<file path="config.mk">
export PLATFORM = sky130hd
export DESIGN_NAME = timer_driven_uart_txrx_flat
export DESIGN_NICKNAME = d
export VERILOG_FILES = /design/src/rtl/core/tdu_pkg.sv /design/src/rtl/core/tdu_if.sv /design/src/rtl/core/timer_driven_uart_txrx.sv /design/src/rtl/core/tdu_core.sv /design/src/rtl/core/tdu_out_stage.sv /design/src/flat_wrapper.sv
export SDC_FILE = /design/constraint.sdc
export NUM_CORES = 1
export LEC_CHECK = 0
export BUFFER_PORTS_ARGS = -buffer_cell sky130_fd_sc_hd__buf_2
export CAP_MARGIN = 10
export CORE_ASPECT_RATIO = 1.1
export CORE_MARGIN = 3
export CORE_UTILIZATION = 35
export DETAILED_ROUTE_END_ITERATION = 7
export GPL_ROUTABILITY_DRIVEN = 0
export GPL_TIMING_DRIVEN = 0
export PLACE_DENSITY = 0.62
export SLEW_MARGIN = 20
export SYNTH_ARGS = -nofsm -noshare
export SYNTH_HDL_FRONTEND = slang
export SYNTH_HIERARCHICAL = 1
export SYNTH_SLANG_ARGS = --single-unit
</file>
<file path="constraint.sdc">
create_clock -name i_clk -period 2.7 [get_ports i_clk]
set_clock_uncertainty 0.05 [all_clocks]
set_input_delay 0.27 -clock i_clk [delete_from_list [all_inputs] [get_ports i_clk]]
set_output_delay 0.27 -clock i_clk [all_outputs]
set_load 0.03 [all_outputs]
</file>
<file path="src/rtl/core/tdu_pkg.sv">
package tdu_pkg;

    localparam int DATA_BITS_DEF = 8;
    localparam logic [7:0] RELOAD_RESET = 8'd176;
    localparam logic [8:0] TIMER_SPAN = 9'd256;
    localparam logic [7:0] TIMER_TOP = 8'hFF;

    typedef enum logic [1:0] {
        MODE_TICK = 2'd0,
        MODE_TX   = 2'd1,
        MODE_RX   = 2'd2
    } t_mode;

    typedef struct packed {
        logic       tx_line;
        logic       tx_done;
        logic       rx_done;
        logic [7:0] rx_data;
        logic       timer_running;
    } t_result;

endpackage

</file>
<file path="src/rtl/core/tdu_if.sv">
interface tdu_in_if;
    logic       valid;
    logic       ready;
    logic [1:0] mode;
    logic [7:0] tx_data;
    logic       rx_line;

    modport source (output valid, output mode, output tx_data, output rx_line, input ready);
    modport sink (input valid, input mode, input tx_data, input rx_line, output ready);
endinterface

interface tdu_out_if;
    logic       valid;
    logic       ready;
    logic       tx_line;
    logic       tx_done;
    logic       rx_done;
    logic [7:0] rx_data;
    logic       timer_running;

    modport source (output valid, output tx_line, output tx_done, output rx_done,
                    output rx_data, output timer_running, input ready);
    modport sink (input valid, input tx_line, input tx_done, input rx_done,
                  input rx_data, input timer_running, output ready);
endinterface

interface tdu_cfg_if;
    logic       valid;
    logic       ready;
    logic [7:0] data;

    modport source (output valid, output data, input ready);
    modport sink (input valid, input data, output ready);
endinterface

</file>
<file path="src/rtl/core/timer_driven_uart_txrx.sv">
// Output: each result is registered and appears on the output in the cycle after its
// item is accepted. Throughput: one item per cycle while the output is ready; the single
// output register is refilled in the cycle its result is taken.
// Reset: synchronous, active low; timer stopped, tx line idle high, flags and shift
// registers cleared, reload value 176.
module timer_driven_uart_txrx #(
    parameter int DATA_BITS = tdu_pkg::DATA_BITS_DEF
) (
    input  logic i_clk,
    input  logic i_rst_n,
    tdu_in_if.sink    i_in,
    tdu_out_if.source o_out,
    tdu_cfg_if.sink   i_cfg
);

    logic             step_en;
    logic             in_ready;
    tdu_pkg::t_result next_result;
    tdu_pkg::t_result out_result;

    assign i_in.ready  = in_ready;
    assign step_en     = i_in.valid && in_ready;
    assign i_cfg.ready = 1'b1;

    tdu_core #(
        .DATA_BITS (DATA_BITS)
    ) u_core (
        .i_clk      (i_clk),
        .i_rst_n    (i_rst_n),
        .i_step_en  (step_en),
        .i_mode     (i_in.mode),
        .i_tx_data  (i_in.tx_data),
        .i_rx_line  (i_in.rx_line),
        .i_cfg_we   (i_cfg.valid),
        .i_cfg_data (i_cfg.data),
        .o_next     (next_result)
    );

    tdu_out_stage u_out (
        .i_clk       (i_clk),
        .i_rst_n     (i_rst_n),
        .i_load      (step_en),
        .i_result    (next_result),
        .i_out_ready (o_out.ready),
        .o_valid     (o_out.valid),
        .o_result    (out_result),
        .o_in_ready  (in_ready)
    );

    assign o_out.tx_line       = out_result.tx_line;
    assign o_out.tx_done       = out_result.tx_done;
    assign o_out.rx_done       = out_result.rx_done;
    assign o_out.rx_data       = out_result.rx_data;
    assign o_out.timer_running = out_result.timer_running;

    a_accept_gives_result: assert property (@(posedge i_clk) disable iff (!i_rst_n)
        i_in.valid && i_in.ready |=> o_out.valid)
        else $error("accepted item produced no result");

    a_tx_start: assert property (@(posedge i_clk) disable iff (!i_rst_n)
        i_in.valid && i_in.ready && i_in.mode == tdu_pkg::MODE_TX
        |=> !o_out.tx_line && !o_out.tx_done && o_out.timer_running)
        else $error("start transmit did not drive start bit");

    a_rx_start: assert property (@(posedge i_clk) disable iff (!i_rst_n)
        i_in.valid && i_in.ready && i_in.mode == tdu_pkg::MODE_RX
        |=> !o_out.rx_done && o_out.timer_running)
        else $error("start receive did not arm timer");

    a_empty_ready: assert property (@(posedge i_clk) disable iff (!i_rst_n)
        !o_out.valid |-> i_in.ready)
        else $error("input stalled with empty output register");

endmodule

</file>
<file path="src/rtl/core/tdu_core.sv">
module tdu_core #(
    parameter int DATA_BITS = tdu_pkg::DATA_BITS_DEF
) (
    input  logic              i_clk,
    input  logic              i_rst_n,
    input  logic              i_step_en,
    input  logic [1:0]        i_mode,
    input  logic [7:0]        i_tx_data,
    input  logic              i_rx_line,
    input  logic              i_cfg_we,
    input  logic [7:0]        i_cfg_data,
    output tdu_pkg::t_result  o_next
);

    localparam logic [3:0] LAST_BIT = 4'(DATA_BITS);
    localparam logic [3:0] STOP_BIT = 4'(DATA_BITS + 1);

    logic [7:0] r_reload;
    logic [7:0] r_tick, n_tick;
    logic [3:0] r_bit, n_bit;
    logic       r_sending, n_sending;
    logic [7:0] r_send_shift, n_send_shift;
    logic [7:0] r_recv_shift, n_recv_shift;
    logic       r_line, n_line;
    logic       r_send_fin, n_send_fin;
    logic       r_recv_fin, n_recv_fin;
    logic       r_running, n_running;
    logic [7:0] half;
    logic [3:0] bit_inc;

    assign half    = 8'((tdu_pkg::TIMER_SPAN - {1'b0, r_reload}) >> 1);
    assign bit_inc = r_bit + 4'd1;

    always_comb begin
        n_tick       = r_tick;
        n_bit        = r_bit;
        n_sending    = r_sending;
        n_send_shift = r_send_shift;
        n_recv_shift = r_recv_shift;
        n_line       = r_line;
        n_send_fin   = r_send_fin;
        n_recv_fin   = r_recv_fin;
        n_running    = r_running;
        case (i_mode)
            tdu_pkg::MODE_TX: begin
                n_send_shift = i_tx_data;
                n_tick       = r_reload;
                n_running    = 1'b1;
                n_line       = 1'b0;
                n_send_fin   = 1'b0;
                n_sending    = 1'b1;
            end
            tdu_pkg::MODE_RX: begin
                n_tick     = 8'(tdu_pkg::TIMER_SPAN - {1'b0, half});
                n_running  = 1'b1;
                n_recv_fin = 1'b0;
                n_sending  = 1'b0;
            end
            default: begin
                if (r_running) begin
                    if (r_tick == tdu_pkg::TIMER_TOP) begin
                        n_tick = r_reload;
                        if (r_sending) begin
                            n_bit = bit_inc;
                            if (bit_inc <= LAST_BIT) begin
                                n_line       = r_send_shift[0];
                                n_send_shift = r_send_shift >> 1;
                            end else if (bit_inc == STOP_BIT) begin
                                n_line = 1'b1;
                            end else begin
                                n_bit      = '0;
                                n_running  = 1'b0;
                                n_send_fin = 1'b1;
                            end
                        end else begin
                            if (r_bit == 4'd0) begin
                                if (!i_rx_line) begin
                                    n_recv_shift = '0;
                                    n_bit        = 4'd1;
                                end else begin
                                    n_running = 1'b0;
                                end
                            end else if (r_bit <= LAST_BIT) begin
                                n_recv_shift = {i_rx_line, r_recv_shift[7:1]};
                                n_bit        = bit_inc;
                            end else begin
                                n_bit     = '0;
                                n_running = 1'b0;
                                if (i_rx_line) begin
                                    n_recv_fin = 1'b1;
                                end
                            end
                        end
                    end else begin
                        n_tick = r_tick + 8'd1;
                    end
                end
            end
        endcase
    end

    always_ff @(posedge i_clk) begin
        if (!i_rst_n) begin
            r_reload <= tdu_pkg::RELOAD_RESET;
        end else if (i_cfg_we) begin
            r_reload <= i_cfg_data;
        end
    end

    always_ff @(posedge i_clk) begin
        if (!i_rst_n) begin
            r_tick       <= '0;
            r_bit        <= '0;
            r_sending    <= 1'b0;
            r_send_shift <= '0;
            r_recv_shift <= '0;
            r_line       <= 1'b1;
            r_send_fin   <= 1'b0;
            r_recv_fin   <= 1'b0;
            r_running    <= 1'b0;
        end else if (i_step_en) begin
            r_tick       <= n_tick;
            r_bit        <= n_bit;
            r_sending    <= n_sending;
            r_send_shift <= n_send_shift;
            r_recv_shift <= n_recv_shift;
            r_line       <= n_line;
            r_send_fin   <= n_send_fin;
            r_recv_fin   <= n_recv_fin;
            r_running    <= n_running;
        end
    end

    assign o_next.tx_line       = n_line;
    assign o_next.tx_done       = n_send_fin;
    assign o_next.rx_done       = n_recv_fin;
    assign o_next.rx_data       = n_recv_shift;
    assign o_next.timer_running = n_running;

endmodule

</file>
<file path="src/rtl/core/tdu_out_stage.sv">
module tdu_out_stage (
    input  logic              i_clk,
    input  logic              i_rst_n,
    input  logic              i_load,
    input  tdu_pkg::t_result  i_result,
    input  logic              i_out_ready,
    output logic              o_valid,
    output tdu_pkg::t_result  o_result,
    output logic              o_in_ready
);

    logic             r_valid;
    tdu_pkg::t_result r_result;

    always_ff @(posedge i_clk) begin
        if (!i_rst_n) begin
            r_valid <= 1'b0;
        end else if (i_load) begin
            r_valid <= 1'b1;
        end else if (i_out_ready) begin
            r_valid <= 1'b0;
        end
    end

    always_ff @(posedge i_clk) begin
        if (i_load) begin
            r_result <= i_result;
        end
    end

    assign o_valid    = r_valid;
    assign o_result   = r_result;
    assign o_in_ready = !r_valid || i_out_ready;

endmodule

</file>
<file path="src/flat_wrapper.sv">
// flat-port wrapper written by rule: the top's interface ports become plain ports
module timer_driven_uart_txrx_flat 
#(
    parameter int DATA_BITS = tdu_pkg::DATA_BITS_DEF
)
  (i_clk, i_rst_n, i_in_valid, i_in_mode, i_in_tx_data, i_in_rx_line, i_in_ready, o_out_valid, o_out_tx_line, o_out_tx_done, o_out_rx_done, o_out_rx_data, o_out_timer_running, o_out_ready, i_cfg_valid, i_cfg_data, i_cfg_ready);
  tdu_in_if i_in_i ();
  tdu_out_if o_out_i ();
  tdu_cfg_if i_cfg_i ();
  input  logic i_clk;
  input  logic i_rst_n;
  input wire logic [$bits(i_in_i.valid)-1:0] i_in_valid;
  input wire logic [$bits(i_in_i.mode)-1:0] i_in_mode;
  input wire logic [$bits(i_in_i.tx_data)-1:0] i_in_tx_data;
  input wire logic [$bits(i_in_i.rx_line)-1:0] i_in_rx_line;
  output wire logic [$bits(i_in_i.ready)-1:0] i_in_ready;
  output wire logic [$bits(o_out_i.valid)-1:0] o_out_valid;
  output wire logic [$bits(o_out_i.tx_line)-1:0] o_out_tx_line;
  output wire logic [$bits(o_out_i.tx_done)-1:0] o_out_tx_done;
  output wire logic [$bits(o_out_i.rx_done)-1:0] o_out_rx_done;
  output wire logic [$bits(o_out_i.rx_data)-1:0] o_out_rx_data;
  output wire logic [$bits(o_out_i.timer_running)-1:0] o_out_timer_running;
  input wire logic [$bits(o_out_i.ready)-1:0] o_out_ready;
  input wire logic [$bits(i_cfg_i.valid)-1:0] i_cfg_valid;
  input wire logic [$bits(i_cfg_i.data)-1:0] i_cfg_data;
  output wire logic [$bits(i_cfg_i.ready)-1:0] i_cfg_ready;
  assign i_in_i.valid = i_in_valid;
  assign i_in_i.mode = i_in_mode;
  assign i_in_i.tx_data = i_in_tx_data;
  assign i_in_i.rx_line = i_in_rx_line;
  assign i_in_ready = i_in_i.ready;
  assign o_out_valid = o_out_i.valid;
  assign o_out_tx_line = o_out_i.tx_line;
  assign o_out_tx_done = o_out_i.tx_done;
  assign o_out_rx_done = o_out_i.rx_done;
  assign o_out_rx_data = o_out_i.rx_data;
  assign o_out_timer_running = o_out_i.timer_running;
  assign o_out_i.ready = o_out_ready;
  assign i_cfg_i.valid = i_cfg_valid;
  assign i_cfg_i.data = i_cfg_data;
  assign i_cfg_ready = i_cfg_i.ready;
  timer_driven_uart_txrx #(.DATA_BITS(DATA_BITS)) u_core (.i_clk(i_clk), .i_rst_n(i_rst_n), .i_in(i_in_i), .o_out(o_out_i), .i_cfg(i_cfg_i));
endmodule
</file>
==> impl_summary.txt <==
----------------------------------------------------
[Routing]
  ANT nets after route ... 0
  Violation count after the first detailed-routing iteration ... 147
  Detailed-route vias per instance ... 5.64
  Routed WL ... 8020 µm
  Wire length per cell after detailed routing ... between 15 and 20 µm
  Post-route DRC violation count ... 0
  Count of vias placed by the detailed router ... roughly 3k
  Router iterations before antenna repair ... 4

[STA]
  Slew at the pin closest to its max-slew limit ... 752 ps
  Final critical delay including setup and external delays ... about 2500 ps
  Final setup fails ... 0
  Setup repair after global routing missed its margin ... no
  Worst slew margin relative to its limit ... about 49%
  Fin. Hold Viols ... 0
  Count of pins over their slew limit ... 0
  Final Cycle Share ... around 92%
  Fmax ... approximately 0.4 GHz
  Worst Setup Slack, final ... 208 ps
  Final-layout worst hold slack ... about 120 ps

[Clock tree]
  CTS sink cnt ... 54
  Insertion delay to the later sink of the worst-skew pair ... slightly above 300 ps
  Hold buffer count at CTS ... 0
  Clk slew on worst S/H paths ... about 100 ps
  CTS Root Buffer Type ... clkbuf_8
  Largest buffer count on any clock path ... 2
  Number of levels the H-tree was split into ... 2
  Inserted Clock Buffers ... 5
  CTS tree ... yes

[Finish]
  Core occupancy in the finished layout ... between 40% and 50%
  Proportion of layout cells with a drive suffix above 1 ... 21.7%
  Total number of nets in the final design ... about 450
  Layout overhead on the synthesized area ... 12.7%
  Antenna diode count ... 0
  Filler instances ... 933

[Run status]
  Run status ... finished, final reports clean

[Yosys]
  Cell types occupying the most area after synthesis ... dfxtp_1 25%, edfxtp_1 11%, mux2i_1 3.9%, nor2_1 3.2%, nand2_1 3.0%
  Multiplexer area fraction after synthesis ... approximately 4.6%
  Xor and xnor area share after synthesis ... 2.58%
  Most common flop cell mapped by yosys ... dfxtp_1
  Yosys synthesis warning count ... 6
  Largest family of logic cells by synthesized area ... compound AO/OA/AOI/OAI gates
  Unique masters post-synth ... 72
  FF+latch count, synth ... 54
  Post-synthesis adder-cell area fraction ... 3.29%
  Average size of a mapped cell ... 9.03 µm²
  FFs w/ async S/R, synth ... 0%
  Syn Std Cell Area ... around 3300 µm²
  Synth Area in Compound Gates ... 26.1%
  Cell taking the most area after synthesis ... dfxtp_1
  Fraction of the mapped netlist area in simple logic gates ... roughly 20%
  Number of enable-type register cells in the synthesized netlist ... 12
  Top cell type's share of synthesized area ... 25.1%
  Sequential-to-total area share from yosys stat ... a little over a third
  Gate count of the mapped netlist ... between 300 and 400
  Post-Synthesis Net Count ... between 400 and 500

[Setup path]
  Data required, critical path ... around 2700 ps
  Peak fanout along the critical path ... 8
  Crit path kind ... reg2reg
  Type of element capturing the critical path ... flop
  Arrival time at the worst endpoint ... 2520 ps
  CP startpoint kind ... flop

[Floorplanning]
  Die X-Extent ... ~100 µm
  Starting density of the core ... a little under two fifths
  Overall die area ... ~11,000 µm²
  Core region area ... between 9000 and 10,000 µm²
  Number of top-level pins ... 39
  Vertical die dimension ... ~110 µm
  Row count ... 36

[Power]
  Highest ir drop seen on vdd ... around 240 µV
  Leakage power summed over all cells ... around 1.4 nW
  Pwr dens ... around 450 nW/µm²
  Total Power Consumption ... around 1.7 mW

[Global routing]
  Initial antenna violation count ... 0
  Total track usage ... around 15%
  Via count of the first global-routing pass ... 2,809
  Wire length of the first global-routing pass ... 13,700 µm
  Residual overflow from global routing ... 0
  Largest net degree at the start of global routing ... 20

[Placement]
  HPWL Detailed ... just under 6000 µm
  Minimum setup slack after placement ... -184 ps
  Number of input and output port buffers inserted ... 36

[Run]
  Count of maximum capacitance violations ... 0

[Hold path]
  Path type of the worst min-delay path ... in2reg

----------------------------------------------------
-- synthesized netlist by cell type (7+ instances only) --
master,n
nand3_1,14
edfxtp_1,12
o221a_2,7
a22o_1,7
mux2i_1,13
buf_6,7
ha_1,8
dfxtp_1,42
o21a_1,7
nor2_1,29
o21ai_0,20
o31a_1,8
nand2_1,27
nor3_1,8
inv_1,15
a31oi_1,10
a21oi_1,19
-- critical path, cell delays in order, from the launching register on --
cell and delay, ps:
dfxtp_1 500, inv_1 130, ha_1 270, or2_2 320
a211o_1 340, a211oi_1 320, o21ai_0 160, buf_4 180
-- final timing paths --
| path | startpoint | to | slack, ps | cells after the start |
|---|---|---|---|---|
| worst max register to register | u_core/u_core/r_bit[0] | u_core/u_out/o_result[0] | 210 | 7 |
| worst min-delay path | i_cfg_data[5] | u_core/u_core/r_reload[5] | 120 | 3 |
| worst max-delay path | u_core/u_core/r_bit[0] | u_core/u_out/o_result[0] | 210 | 7 |
| worst min register to register | u_core/u_core/r_send_shift[7] | u_core/u_core/r_send_shift[7] | 430 | 2 |
-- power breakdown --
| group | switching [mW] | internal [mW] | leakage, nW |
|---|---|---|---|
| Sequential | 0.0306 | 0.863 | 0.464 |
| Clock | 0.286 | 0.188 | 0.0447 |
| Combinational | 0.196 | 0.138 | 0.888 |
-- per-stage QoR --
stage	area (µm²)	std cells	TNS (ps)
after detailed placement	3670	521	-580
after floorplan	3350	371	0
after CTS	3770	529	0
final	3770	529	0
after global placement	3670	521	-152
after global routing	3770	529	0
-- flip-flops by register name, indices dropped and copies added, names as in the netlist --
name,count
u_core/u_out/o_result,12
u_core/u_core/r_recv_shift,8
u_core/u_core/r_reload,8
u_core/u_core/r_send_shift,8
u_core/u_core/r_tick,8
u_core/u_core/r_bit,4
u_core/u_core/r_line,1
u_core/u_core/r_recv_fin,1
u_core/u_core/r_running,1
u_core/u_core/r_send_fin,1
u_core/u_core/r_sending,1
u_core/u_out/o_valid,1
-- metal layers --
metal	global-route usage (%)	wire length [µm]	up-vias	share of wire, %
met3	2.52	311	4	3.9
met1	19.5	3670	1428	46
met4	5.56	53	0	0.66
met5	0	0	-	0
met2	26.6	3990	69	50
li1	-	-	1483	-
-- final cells by class --
type / count / area, µm² / share of cell area (%)
sequential: 54 / 1200 / 31.8
clock buffer: 5 / 68.8 / 1.82
tap: 114 / 143 / 3.78
buffer: 28 / 210 / 5.57
timing repair buffer: 36 / 180 / 4.77
clock inverter: 3 / 25.0 / 0.663
inverter: 16 / 60.1 / 1.59
multi-input combinational: 273 / 1890 / 50.0
-- kinds of logic (layout without fill, tap and decap cells) --
logic type	count (synthesis)	after routing
xor+xnor	9	9
buf+inv	44	88
compound gates	119	119
mux	15	15
flops	54	54
simple gates	120	120
other cells	1	1
fa+ha+maj	9	9
-- timing repair --
action / in CTS / in global routing
setup endpoints to repair: 4 / 3
setup buffers: 0 / 0
resized for setup: 1 / 1
-- cells in the final DEF, fill, tap and decap left out, drive strengths merged, types with 10 or more instances in the layout --
| master | count |
|---|---|
| nor2 | 29 |
| nand2 | 27 |
| dfxtp | 42 |
| inv | 16 |
| clkbuf | 14 |
| o21ai | 20 |
| mux2i | 13 |
| edfxtp | 12 |
| nand3 | 14 |
| a31oi | 10 |
| a21oi | 20 |
| buf | 55 |
Power figures use the tool's default switching activity.
